### config.mk
export PLATFORM = sky130hd
export DESIGN_NAME = sensor_window_average_alarm_timer_core
export DESIGN_NICKNAME = d
export VERILOG_FILES = /design/src/hw/rtl/swaat_pkg.sv /design/src/hw/rtl/swaat_norm.sv /design/src/hw/rtl/sensor_window_average_alarm_timer_core.sv
export VERILOG_INCLUDE_DIRS = /design/src /design/src/hw/rtl
export SDC_FILE = /design/constraint.sdc
export NUM_CORES = 2
export LEC_CHECK = 0
export ABC_CLOCK_PERIOD_IN_PS = 9800
export BUFFER_PORTS_ARGS = -buffer_cell sky130_fd_sc_hd__buf_2
export CAP_MARGIN = 20
export CELL_PAD_IN_SITES_DETAIL_PLACEMENT = 2
export CELL_PAD_IN_SITES_GLOBAL_PLACEMENT = 2
export CORE_ASPECT_RATIO = 0.6
export CORE_MARGIN = 2
export CORE_UTILIZATION = 25
export DETAILED_ROUTE_END_ITERATION = 8
export PLACE_DENSITY_LB_ADDON = 0.2
export SETUP_SLACK_MARGIN = 0.2
export SYNTH_ARGS = -nofsm -noshare
export SYNTH_HDL_FRONTEND = slang
export SYNTH_HIERARCHICAL = 1
export SYNTH_SLANG_ARGS = --single-unit
### constraint.sdc
create_clock -name clk -period 9.8 [get_ports clk]
set_input_delay 0.49 -clock clk [delete_from_list [all_inputs] [get_ports clk]]
set_output_delay 0.49 -clock clk [all_outputs]
set_load 0.005 [all_outputs]
### src/hw/rtl/sensor_window_average_alarm_timer_core_defines.svh
`ifndef SENSOR_WINDOW_AVERAGE_ALARM_TIMER_CORE_DEFINES_SVH
`define SENSOR_WINDOW_AVERAGE_ALARM_TIMER_CORE_DEFINES_SVH

// Concurrent checks on the rising edge of clk, quiet while rst_n is low.
`define SWAAT_ASSERT_NOW(label, ante, cons, msg) \
  label: assert property (@(posedge clk) disable iff (!rst_n) (ante) |-> (cons)) \
    else $error(msg);

`define SWAAT_ASSERT_NEXT(label, ante, cons, msg) \
  label: assert property (@(posedge clk) disable iff (!rst_n) (ante) |=> (cons)) \
    else $error(msg);

`endif

### src/hw/rtl/swaat_pkg.sv
`default_nettype none
package swaat_pkg;

  localparam int RAW_W    = 8;
  localparam int TS_W     = 32;
  localparam int NORM_W   = 18;
  localparam int SUM_W    = 22;
  localparam int COUNT_W  = 4;
  localparam int TH_W     = 16;
  localparam int RECIP_W  = 10;
  localparam int DATA_W   = 32;
  localparam int ADDR_W   = 3;

  localparam int WINDOW_DEF = 10;

  // A 26-bit shift keeps the reciprocal divide exact for any 22-bit sum
  // and any window of up to 15 items.
  localparam int DIV_SHIFT   = 26;
  localparam int DIV_RECIP_W = DIV_SHIFT + 1;

  localparam logic [RAW_W-1:0]   OFF_TEMP   = 8'd20;
  localparam logic [RAW_W-1:0]   OFF_CO     = 8'd45;
  localparam logic [RAW_W-1:0]   OFF_GAS    = 8'd25;
  localparam logic [RECIP_W-1:0] RECIP_TEMP = 10'd624;
  localparam logic [RECIP_W-1:0] RECIP_CO   = 10'd799;
  localparam logic [RECIP_W-1:0] RECIP_GAS  = 10'd643;

  localparam logic [TH_W-1:0] THRESHOLD_RESET = 16'h8000;

  // Register select, taken from paddr[2].
  localparam logic REG_ENABLE    = 1'b0;
  localparam logic REG_THRESHOLD = 1'b1;

endpackage
`default_nettype wire

### src/hw/rtl/swaat_norm.sv
`default_nettype none
module swaat_norm (
  input  wire logic [swaat_pkg::RAW_W-1:0]   raw,
  input  wire logic [swaat_pkg::RAW_W-1:0]   off,
  input  wire logic [swaat_pkg::RECIP_W-1:0] recip,
  output logic      [swaat_pkg::NORM_W-1:0]  norm
);
  import swaat_pkg::*;

  logic [RAW_W-1:0] diff;

  // Readings at or below the offset clamp to zero.
  always_comb begin
    diff = (raw > off) ? (raw - off) : '0;
    norm = NORM_W'(diff) * NORM_W'(recip);
  end

endmodule
`default_nettype wire

### src/hw/rtl/sensor_window_average_alarm_timer_core.sv
`default_nettype none
// Sensor window averager with alarm timer. Takes one transaction per clock
// cycle while in_stall is low: a transaction is registered in the input
// register on acceptance and processed from there, and its result, if any,
// is then loaded into the output register, which drives out_valid. The
// first WINDOW transactions of a window are normalized and summed and drive
// the alarm start and end times; the next one closes the window and produces
// the three Q2.16 averages and the alarm duration, then the block rearms. A
// closing transaction waits in the input register only while the output
// register holds a result that the sink stalls. With enable low, transactions
// are accepted and dropped.
module sensor_window_average_alarm_timer_core #(
  parameter int WINDOW = swaat_pkg::WINDOW_DEF
) (
  input  wire logic                           clk,
  input  wire logic                           rst_n,
  input  wire logic                           in_valid,
  output logic                                in_stall,
  input  wire logic [swaat_pkg::RAW_W-1:0]    in_temp_raw,
  input  wire logic [swaat_pkg::RAW_W-1:0]    in_co_raw,
  input  wire logic [swaat_pkg::RAW_W-1:0]    in_gas_raw,
  input  wire logic [swaat_pkg::TS_W-1:0]     in_timestamp,
  output logic                                out_valid,
  input  wire logic                           out_stall,
  output logic      [swaat_pkg::NORM_W-1:0]   out_avg_temp,
  output logic      [swaat_pkg::NORM_W-1:0]   out_avg_co,
  output logic      [swaat_pkg::NORM_W-1:0]   out_avg_gas,
  output logic      [swaat_pkg::TS_W-1:0]     out_duration,
  input  wire logic                           psel,
  input  wire logic                           penable,
  input  wire logic                           pwrite,
  input  wire logic [swaat_pkg::ADDR_W-1:0]   paddr,
  input  wire logic [swaat_pkg::DATA_W-1:0]   pwdata,
  output logic      [swaat_pkg::DATA_W-1:0]   prdata,
  output logic                                pready
);
  import swaat_pkg::*;

  `include "sensor_window_average_alarm_timer_core_defines.svh"

  localparam logic [COUNT_W-1:0] WINDOW_CNT = COUNT_W'(WINDOW);
  localparam logic [DIV_RECIP_W-1:0] DIV_RECIP =
    DIV_RECIP_W'(((64'd1 << DIV_SHIFT) + 64'(WINDOW) - 64'd1) / 64'(WINDOW));
  localparam int PROD_W = SUM_W + DIV_RECIP_W;

  // Configuration registers
  logic            enable_r;
  logic [TH_W-1:0] threshold_r;
  logic            cfg_wr;

  // Input register
  logic             pipe_vld_r, pipe_vld_nxt;
  logic [RAW_W-1:0] temp_r, co_r, gas_r;
  logic [TS_W-1:0]  ts_r;

  // Window state
  logic [SUM_W-1:0]   sum_temp_r, sum_temp_nxt;
  logic [SUM_W-1:0]   sum_co_r, sum_co_nxt;
  logic [SUM_W-1:0]   sum_gas_r, sum_gas_nxt;
  logic [COUNT_W-1:0] items_r, items_nxt;
  logic               start_seen_r, start_seen_nxt;
  logic               end_seen_r, end_seen_nxt;
  logic [TS_W-1:0]    start_time_r, start_time_nxt;
  logic [TS_W-1:0]    end_time_r, end_time_nxt;

  // Output register
  logic              out_valid_r, out_valid_nxt;
  logic [NORM_W-1:0] avg_temp_r, avg_co_r, avg_gas_r;
  logic [TS_W-1:0]   duration_r;

  logic              closing, active, advance, accept, out_free, out_load;
  logic [NORM_W-1:0] n_temp, n_co, n_gas;
  logic              any_above, all_below;
  logic [TS_W-1:0]   close_start, close_end;
  logic [PROD_W-1:0] prod_temp, prod_co, prod_gas;

  assign pready = 1'b1;
  assign cfg_wr = psel && penable && pwrite && pready;

  always_comb begin
    prdata = '0;
    unique case (paddr[2])
      REG_ENABLE:    prdata = DATA_W'(enable_r);
      REG_THRESHOLD: prdata = DATA_W'(threshold_r);
    endcase
  end

  always_ff @(posedge clk) begin
    if (!rst_n) begin
      enable_r    <= 1'b0;
      threshold_r <= THRESHOLD_RESET;
    end else if (cfg_wr) begin
      if (paddr[2] == REG_ENABLE) begin
        enable_r <= pwdata[0];
      end else begin
        threshold_r <= pwdata[TH_W-1:0];
      end
    end
  end

  swaat_norm u_norm_temp (.raw(temp_r), .off(OFF_TEMP), .recip(RECIP_TEMP), .norm(n_temp));
  swaat_norm u_norm_co   (.raw(co_r),   .off(OFF_CO),   .recip(RECIP_CO),   .norm(n_co));
  swaat_norm u_norm_gas  (.raw(gas_r),  .off(OFF_GAS),  .recip(RECIP_GAS),  .norm(n_gas));

  always_comb begin
    closing  = (items_r >= WINDOW_CNT);
    active   = pipe_vld_r && enable_r;
    out_free = !out_valid_r || !out_stall;
    // Only a closing transaction needs the output register.
    advance  = !(active && closing) || out_free;
    in_stall = pipe_vld_r && !advance;
    accept   = in_valid && !in_stall;
    out_load = active && closing && out_free;

    pipe_vld_nxt = (pipe_vld_r && !advance) || in_valid;

    any_above = (n_temp > NORM_W'(threshold_r)) || (n_co > NORM_W'(threshold_r)) ||
                (n_gas > NORM_W'(threshold_r));
    all_below = (n_temp < NORM_W'(threshold_r)) && (n_co < NORM_W'(threshold_r)) &&
                (n_gas < NORM_W'(threshold_r));

    close_start = start_seen_r ? start_time_r : ts_r;
    close_end   = (!end_seen_r || (end_time_r < close_start)) ? ts_r : end_time_r;

    prod_temp = PROD_W'(sum_temp_r) * PROD_W'(DIV_RECIP);
    prod_co   = PROD_W'(sum_co_r) * PROD_W'(DIV_RECIP);
    prod_gas  = PROD_W'(sum_gas_r) * PROD_W'(DIV_RECIP);

    sum_temp_nxt   = sum_temp_r;
    sum_co_nxt     = sum_co_r;
    sum_gas_nxt    = sum_gas_r;
    items_nxt      = items_r;
    start_seen_nxt = start_seen_r;
    end_seen_nxt   = end_seen_r;
    start_time_nxt = start_time_r;
    end_time_nxt   = end_time_r;

    if (active && !closing) begin
      sum_temp_nxt = sum_temp_r + SUM_W'(n_temp);
      sum_co_nxt   = sum_co_r + SUM_W'(n_co);
      sum_gas_nxt  = sum_gas_r + SUM_W'(n_gas);
      items_nxt    = items_r + COUNT_W'(1);
      if (!start_seen_r && any_above) begin
        start_seen_nxt = 1'b1;
        start_time_nxt = ts_r;
      end
      if (all_below) begin
        end_seen_nxt = 1'b1;
        end_time_nxt = ts_r;
      end
    end else if (out_load) begin
      sum_temp_nxt   = '0;
      sum_co_nxt     = '0;
      sum_gas_nxt    = '0;
      items_nxt      = '0;
      start_seen_nxt = 1'b0;
      end_seen_nxt   = 1'b0;
      start_time_nxt = '0;
      end_time_nxt   = '0;
    end

    out_valid_nxt = out_load || (out_valid_r && out_stall);
  end

  always_ff @(posedge clk) begin
    if (!rst_n) begin
      pipe_vld_r   <= 1'b0;
      out_valid_r  <= 1'b0;
      sum_temp_r   <= '0;
      sum_co_r     <= '0;
      sum_gas_r    <= '0;
      items_r      <= '0;
      start_seen_r <= 1'b0;
      end_seen_r   <= 1'b0;
      start_time_r <= '0;
      end_time_r   <= '0;
    end else begin
      pipe_vld_r   <= pipe_vld_nxt;
      out_valid_r  <= out_valid_nxt;
      sum_temp_r   <= sum_temp_nxt;
      sum_co_r     <= sum_co_nxt;
      sum_gas_r    <= sum_gas_nxt;
      items_r      <= items_nxt;
      start_seen_r <= start_seen_nxt;
      end_seen_r   <= end_seen_nxt;
      start_time_r <= start_time_nxt;
      end_time_r   <= end_time_nxt;
    end
  end

  always_ff @(posedge clk) begin
    if (accept) begin
      temp_r <= in_temp_raw;
      co_r   <= in_co_raw;
      gas_r  <= in_gas_raw;
      ts_r   <= in_timestamp;
    end
    if (out_load) begin
      avg_temp_r <= prod_temp[DIV_SHIFT +: NORM_W];
      avg_co_r   <= prod_co[DIV_SHIFT +: NORM_W];
      avg_gas_r  <= prod_gas[DIV_SHIFT +: NORM_W];
      duration_r <= close_end - close_start;
    end
  end

  assign out_valid    = out_valid_r;
  assign out_avg_temp = avg_temp_r;
  assign out_avg_co   = avg_co_r;
  assign out_avg_gas  = avg_gas_r;
  assign out_duration = duration_r;

  `SWAAT_ASSERT_NOW(a_items_in_range, 1'b1, items_r <= WINDOW_CNT, "window count overran")
  `SWAAT_ASSERT_NEXT(a_rearm_after_close, out_load, (items_r == '0) && !start_seen_r && !end_seen_r, "window not rearmed after a result")
  `SWAAT_ASSERT_NOW(a_stall_needs_close, in_stall, active && closing && out_valid_r, "input stalled without a blocked closing transaction")

endmodule
`default_nettype wire

==> summary.md <==
| Metric | Value |
|---|---|
| Leading cell types by total area after synthesis | sky130_fd_sc_hd__fa_1 25%, sky130_fd_sc_hd__ha_1 22%, sky130_fd_sc_hd__edfxtp_1 9.2% |
| Maximum level of the CTS H-tree | 2 |
| Via-per-instance ratio | 4.523 |
| Detailed-routing iteration count for the pre-antenna-repair pass | 5 |
| Clock insertion delay at the later pin of the skew report | 0.67 ns |
| Share of flip-flops with an asynchronous set or reset | 0 |
| Deepest clock path buffer count | 3 |
| Kind of critical path | reg2reg |
| Skew final | 0.05541 ns |
| Number of flops mapped to enable cells by yosys | 142 |
| Antenna Violating Nets Remaining | 0 |
| Logic gate share of total power | 0.552 |
| Share of total power in the clock network | 0.245 |
| Via Count | 35.10k |
| Unrepaired setup endpoints after global routing | no |
| Class of the tightest hold or removal check | in2reg |
| PortBufs | 183 |
| Proportion of layout cells with a drive suffix above 1 | 0.07239 |
| Fin crit share | 0.9098 |
| Core area | 0.1842 mm^2 |
| Proportion of power drawn by flip-flops and latches | 0.202 |
| Area enclosed by the die boundary | 0.1887 mm^2 |
| Clock Root Buffer | sky130_fd_sc_hd__clkbuf_16 |
| Reg2reg end | end_time_r[7]$_SDFFE_PN0P_ |
| Die height | 337.3 um |
| Commonest non-fill, non-tap cells in the layout | 997 x sky130_fd_sc_hd__inv_1, 823 x sky130_fd_sc_hd__ha_1, 577 x sky130_fd_sc_hd__fa_1, 253 x sky130_fd_sc_hd__a21oi_1, 232 x sky130_fd_sc_hd__nand2_1 |
| DRT Wirelength | 151500 um |
| Gr ovfl total | 0 |
| Pin count of the biggest net entering global routing | 71 |
| Layout Nets | 6745 |
| Prevailing post-synth register cell | sky130_fd_sc_hd__dfxtp_1 |
| Hold path endpoint | co_r[7]$_DFFE_PP_ |
| Cell type with the highest occurrence count on the critical path | sky130_fd_sc_hd__fa_1 |
| Number of storage elements in the synthesis netlist | 297 |
| Avg WL per Cell | 19.53 um |
| Setup tns final | 0 ns |
| Syn Std Cell Area | 0.04629 mm^2 |
| Result of the run | complete, no violations |
| Count of cells along the worst hold path | 1 |
| Worst IR drop on VDD | 0.1655 mV |
| Sequential element share of the synthesized area | 0.1591 |
| Layout area overhead | 13.62% |
| Minimum setup slack after placement | 1.043 ns |
| Slew at the pin closest to its max-slew limit | 1.062 ns |
| CTS buffer count | 41 |
| Count of boundary I/O pins | 219 |
| Pwr per Cell Area | 127.9 mW/mm^2 |
| Signal arrival time at the worst endpoint | 9.48 ns |
| Power spent charging and discharging nets | 3029 uW |
| Maximum cell stage delay along the critical path | 0.52 ns |
| HPWL after detailed placement | 126600 um |
| Multi-input gate area | 0.03527 mm^2 |
| Highest fanout seen on the critical path | 32 |
| Starting density of the core | 0.2513 |
| Final design instance area without fill | 0.05260 mm^2 |
| Instance area at placement | 0.05070 mm^2 |
| GRT Util Overall | 0.1608 |
| Pins Over Slew Limit | 0 |
| PnR worst setup slack | 0.8838 ns |
| Slowest cell on crit path | sky130_fd_sc_hd__fa_1 |
| Number of buffers inserted to repair setup after CTS | 0 |
| Leakage component of the power | 0.02752 uW |
| Via count of the first global-routing pass | 38.49k |
| Critical Path Start Type | flop |
| Filler cell count in the final layout | 20.70k |
| Number of core rows | 122 |
| Worst reg2reg setup slack | 0.88 ns |
| Synthesized instance count | 4868 |
| Number of remaining DRC errors | 0 |
| Highest attainable clock frequency | 112.2 MHz |
| Required time at the endpoint of the critical path | 10.37 ns |
| Initial antenna violation count | 6 |
| Cell internal pwr | 3698 uW |
| Final weighted congestion in routability-driven placement | 0.7958 |
| Launch instance of the worst register-to-register path | gas_r[0]$_DFFE_PP_ |
| Hold violation total from the final report | 0 |
| Detailed router's first-iteration violation count | 1409 |
| Clock slew seen by the registers of the worst setup and hold paths | 0.07 ns |
| CTS tree | yes |
| Netlist cell types | 96 |
| Wire length of the first global-routing pass | 234200 um |
| Minimum clock period | 8.916 ns |
| Combined flip-flop and latch cell area | 0.007368 mm^2 |
| Worst Hold Launch | in_co_raw[7] |
| Horiz. Die Dim | 559.5 um |
| Switching share of power | 0.4503 |
| Num Clock Sinks | 297 |
| Total number of yosys warnings | 6 |
| Yosys top cell area share | 0.2495 |
| Post-synthesis cell type with the largest combined area | sky130_fd_sc_hd__fa_1 |
| Max_cap viols | 0 |
| Post-synthesis average cell area | 9.510 um^2 |
| Crit end category | flop |
| Most common cell after layout, fill and taps aside | sky130_fd_sc_hd__inv_1 |
| Reg2Reg Depth | 32 |
| Worst slew margin relative to its limit | 0.2911 |
| Number of endpoints failing setup at the final stage | 0 |
==> worst max path at each step <==
| stage | start | endpoint | slack, ns | depth (start not counted) |
|---|---|---|---|---|
| 6_report | gas_r[0]$_DFFE_PP_ | end_time_r[7]$_SDFFE_PN0P_ | 0.88 | 32 |
| 3_3_place_gp | gas_r[0]$_DFFE_PP_ | end_time_r[13]$_SDFFE_PN0P_ | 1.25 | 32 |
| 4_1_cts | gas_r[0]$_DFFE_PP_ | end_time_r[8]$_SDFFE_PN0P_ | 0.92 | 32 |
| 5_1_grt | gas_r[0]$_DFFE_PP_ | end_time_r[8]$_SDFFE_PN0P_ | 0.27 | 32 |
| 3_5_place_dp | gas_r[0]$_DFFE_PP_ | end_time_r[19]$_SDFFE_PN0P_ | 1.04 | 32 |
| 2_1_floorplan | co_r[0]$_DFFE_PP_ | start_time_r[22]$_SDFFE_PN0P_ | 2.25 | 34 |
==> timing repair <==
action                    CTS  global route
hold buffers               51             0
hold endpoints to repair   51             0
resized for setup           0             0
==> cell usage after synthesis (34+ instances only) <==
cell / number
sky130_fd_sc_hd__inv_1: 999
sky130_fd_sc_hd__ha_1: 823
sky130_fd_sc_hd__fa_1: 577
sky130_fd_sc_hd__a21oi_1: 253
sky130_fd_sc_hd__nand2_1: 232
sky130_fd_sc_hd__nor2_1: 211
sky130_fd_sc_hd__dfxtp_1: 155
sky130_fd_sc_hd__edfxtp_1: 142
sky130_fd_sc_hd__nand3_1: 132
sky130_fd_sc_hd__xnor2_1: 116
sky130_fd_sc_hd__o21ai_0: 103
sky130_fd_sc_hd__nor3_1: 102
sky130_fd_sc_hd__a21o_1: 92
sky130_fd_sc_hd__and3_1: 83
sky130_fd_sc_hd__o21a_1: 75
sky130_fd_sc_hd__nand4_1: 61
sky130_fd_sc_hd__clkbuf_1: 58
sky130_fd_sc_hd__xor2_1: 53
sky130_fd_sc_hd__nor2b_1: 40
sky130_fd_sc_hd__mux2i_1: 35
sky130_fd_sc_hd__nand2b_1: 35
sky130_fd_sc_hd__and2_1: 34
==> sequential cells by signal, summed over array words and instances, names as in the netlist <==
| register | count |
|---|---|
| end_time_r | 32 |
| out_duration | 32 |
| start_time_r | 32 |
| ts_r | 32 |
| sum_co_r | 22 |
| sum_gas_r | 22 |
| sum_temp_r | 22 |
| out_avg_co | 18 |
| out_avg_gas | 18 |
| out_avg_temp | 18 |
| threshold_r | 16 |
| co_r | 8 |
| gas_r | 8 |
| temp_r | 8 |
| items_r | 4 |
| enable_r | 1 |
| end_seen_r | 1 |
| out_valid | 1 |
| pipe_vld_r | 1 |
| start_seen_r | 1 |
==> routing by layer <==
| layer | vias to the layer above | wire [um] | part of all wire | global-route usage |
|---|---|---|---|---|
| met4 | 2 | 2419 | 0.016 | 0.02738 |
| met3 | 101 | 5241 | 0.035 | 0.02503 |
| li1 | 16840 | - | - | - |
| met5 | - | 7 | 0.000046 | 0.0002500 |
| met1 | 17820 | 83170 | 0.55 | 0.2535 |
| met2 | 330 | 60680 | 0.40 | 0.2278 |
==> through the flow <==
stage | hold slack [ns] | power, uW | util | std cells
floorplan | 0.4324 | 3972 | - | 5048
global placement | 0.4424 | 4950 | 0.2751 | 7631
CTS | 0.00008415 | 6829 | 0.2855 | 7757
detailed placement | 0.4504 | 5065 | 0.2752 | 7633
finish | 0.05068 | 6727 | 0.2855 | 7760
global route | 0.005298 | 7366 | 0.2855 | 7759
==> critical path, delay by kind of cell, from the launching register on <==
kind	cells	cell delay (ns)
buf+inv	6	0.84
fa+ha+maj	8	3.19
simple gates	7	1.34
xor+xnor	1	0.25
compound gates	10	2.83
flops	1	0.32
==> logic make-up (layout without fill, tap and decap cells) <==
kind of cell / Yosys count / in the layout / share of synthesized area
fa+ha+maj: 1400 / 1400 / 0.4719
compound gates: 758 / 758 / 0.1115
simple gates: 1058 / 1058 / 0.1151
other cells: 2 / 185 / 0.0001622
flops: 297 / 297 / 0.1591
xor+xnor: 169 / 169 / 0.03197
mux: 69 / 69 / 0.01584
buf+inv: 1115 / 1344 / 0.09441
==> power by group through the flow <==
stage / Combinational, uW / Clock, uW / Sequential, uW
global route: 4220 / 1790 / 1360
detailed placement: 3680 / 0 / 1390
global placement: 3560 / 0 / 1390
floorplan: 2600 / 0 / 1370
finish: 3720 / 1650 / 1360
CTS: 3730 / 1740 / 1360
==> final cells by class <==
type	count	share of cell area
clock inverters	24	0.005947
inverters	1000	0.07150
clock buffers	49	0.02027
flip-flops and latches	297	0.1401
well taps	2480	0.05899
diodes	3	0.0001427
multi-input cells	3636	0.6704
repair buffers	271	0.03264
Power figures use the tool's default switching activity.
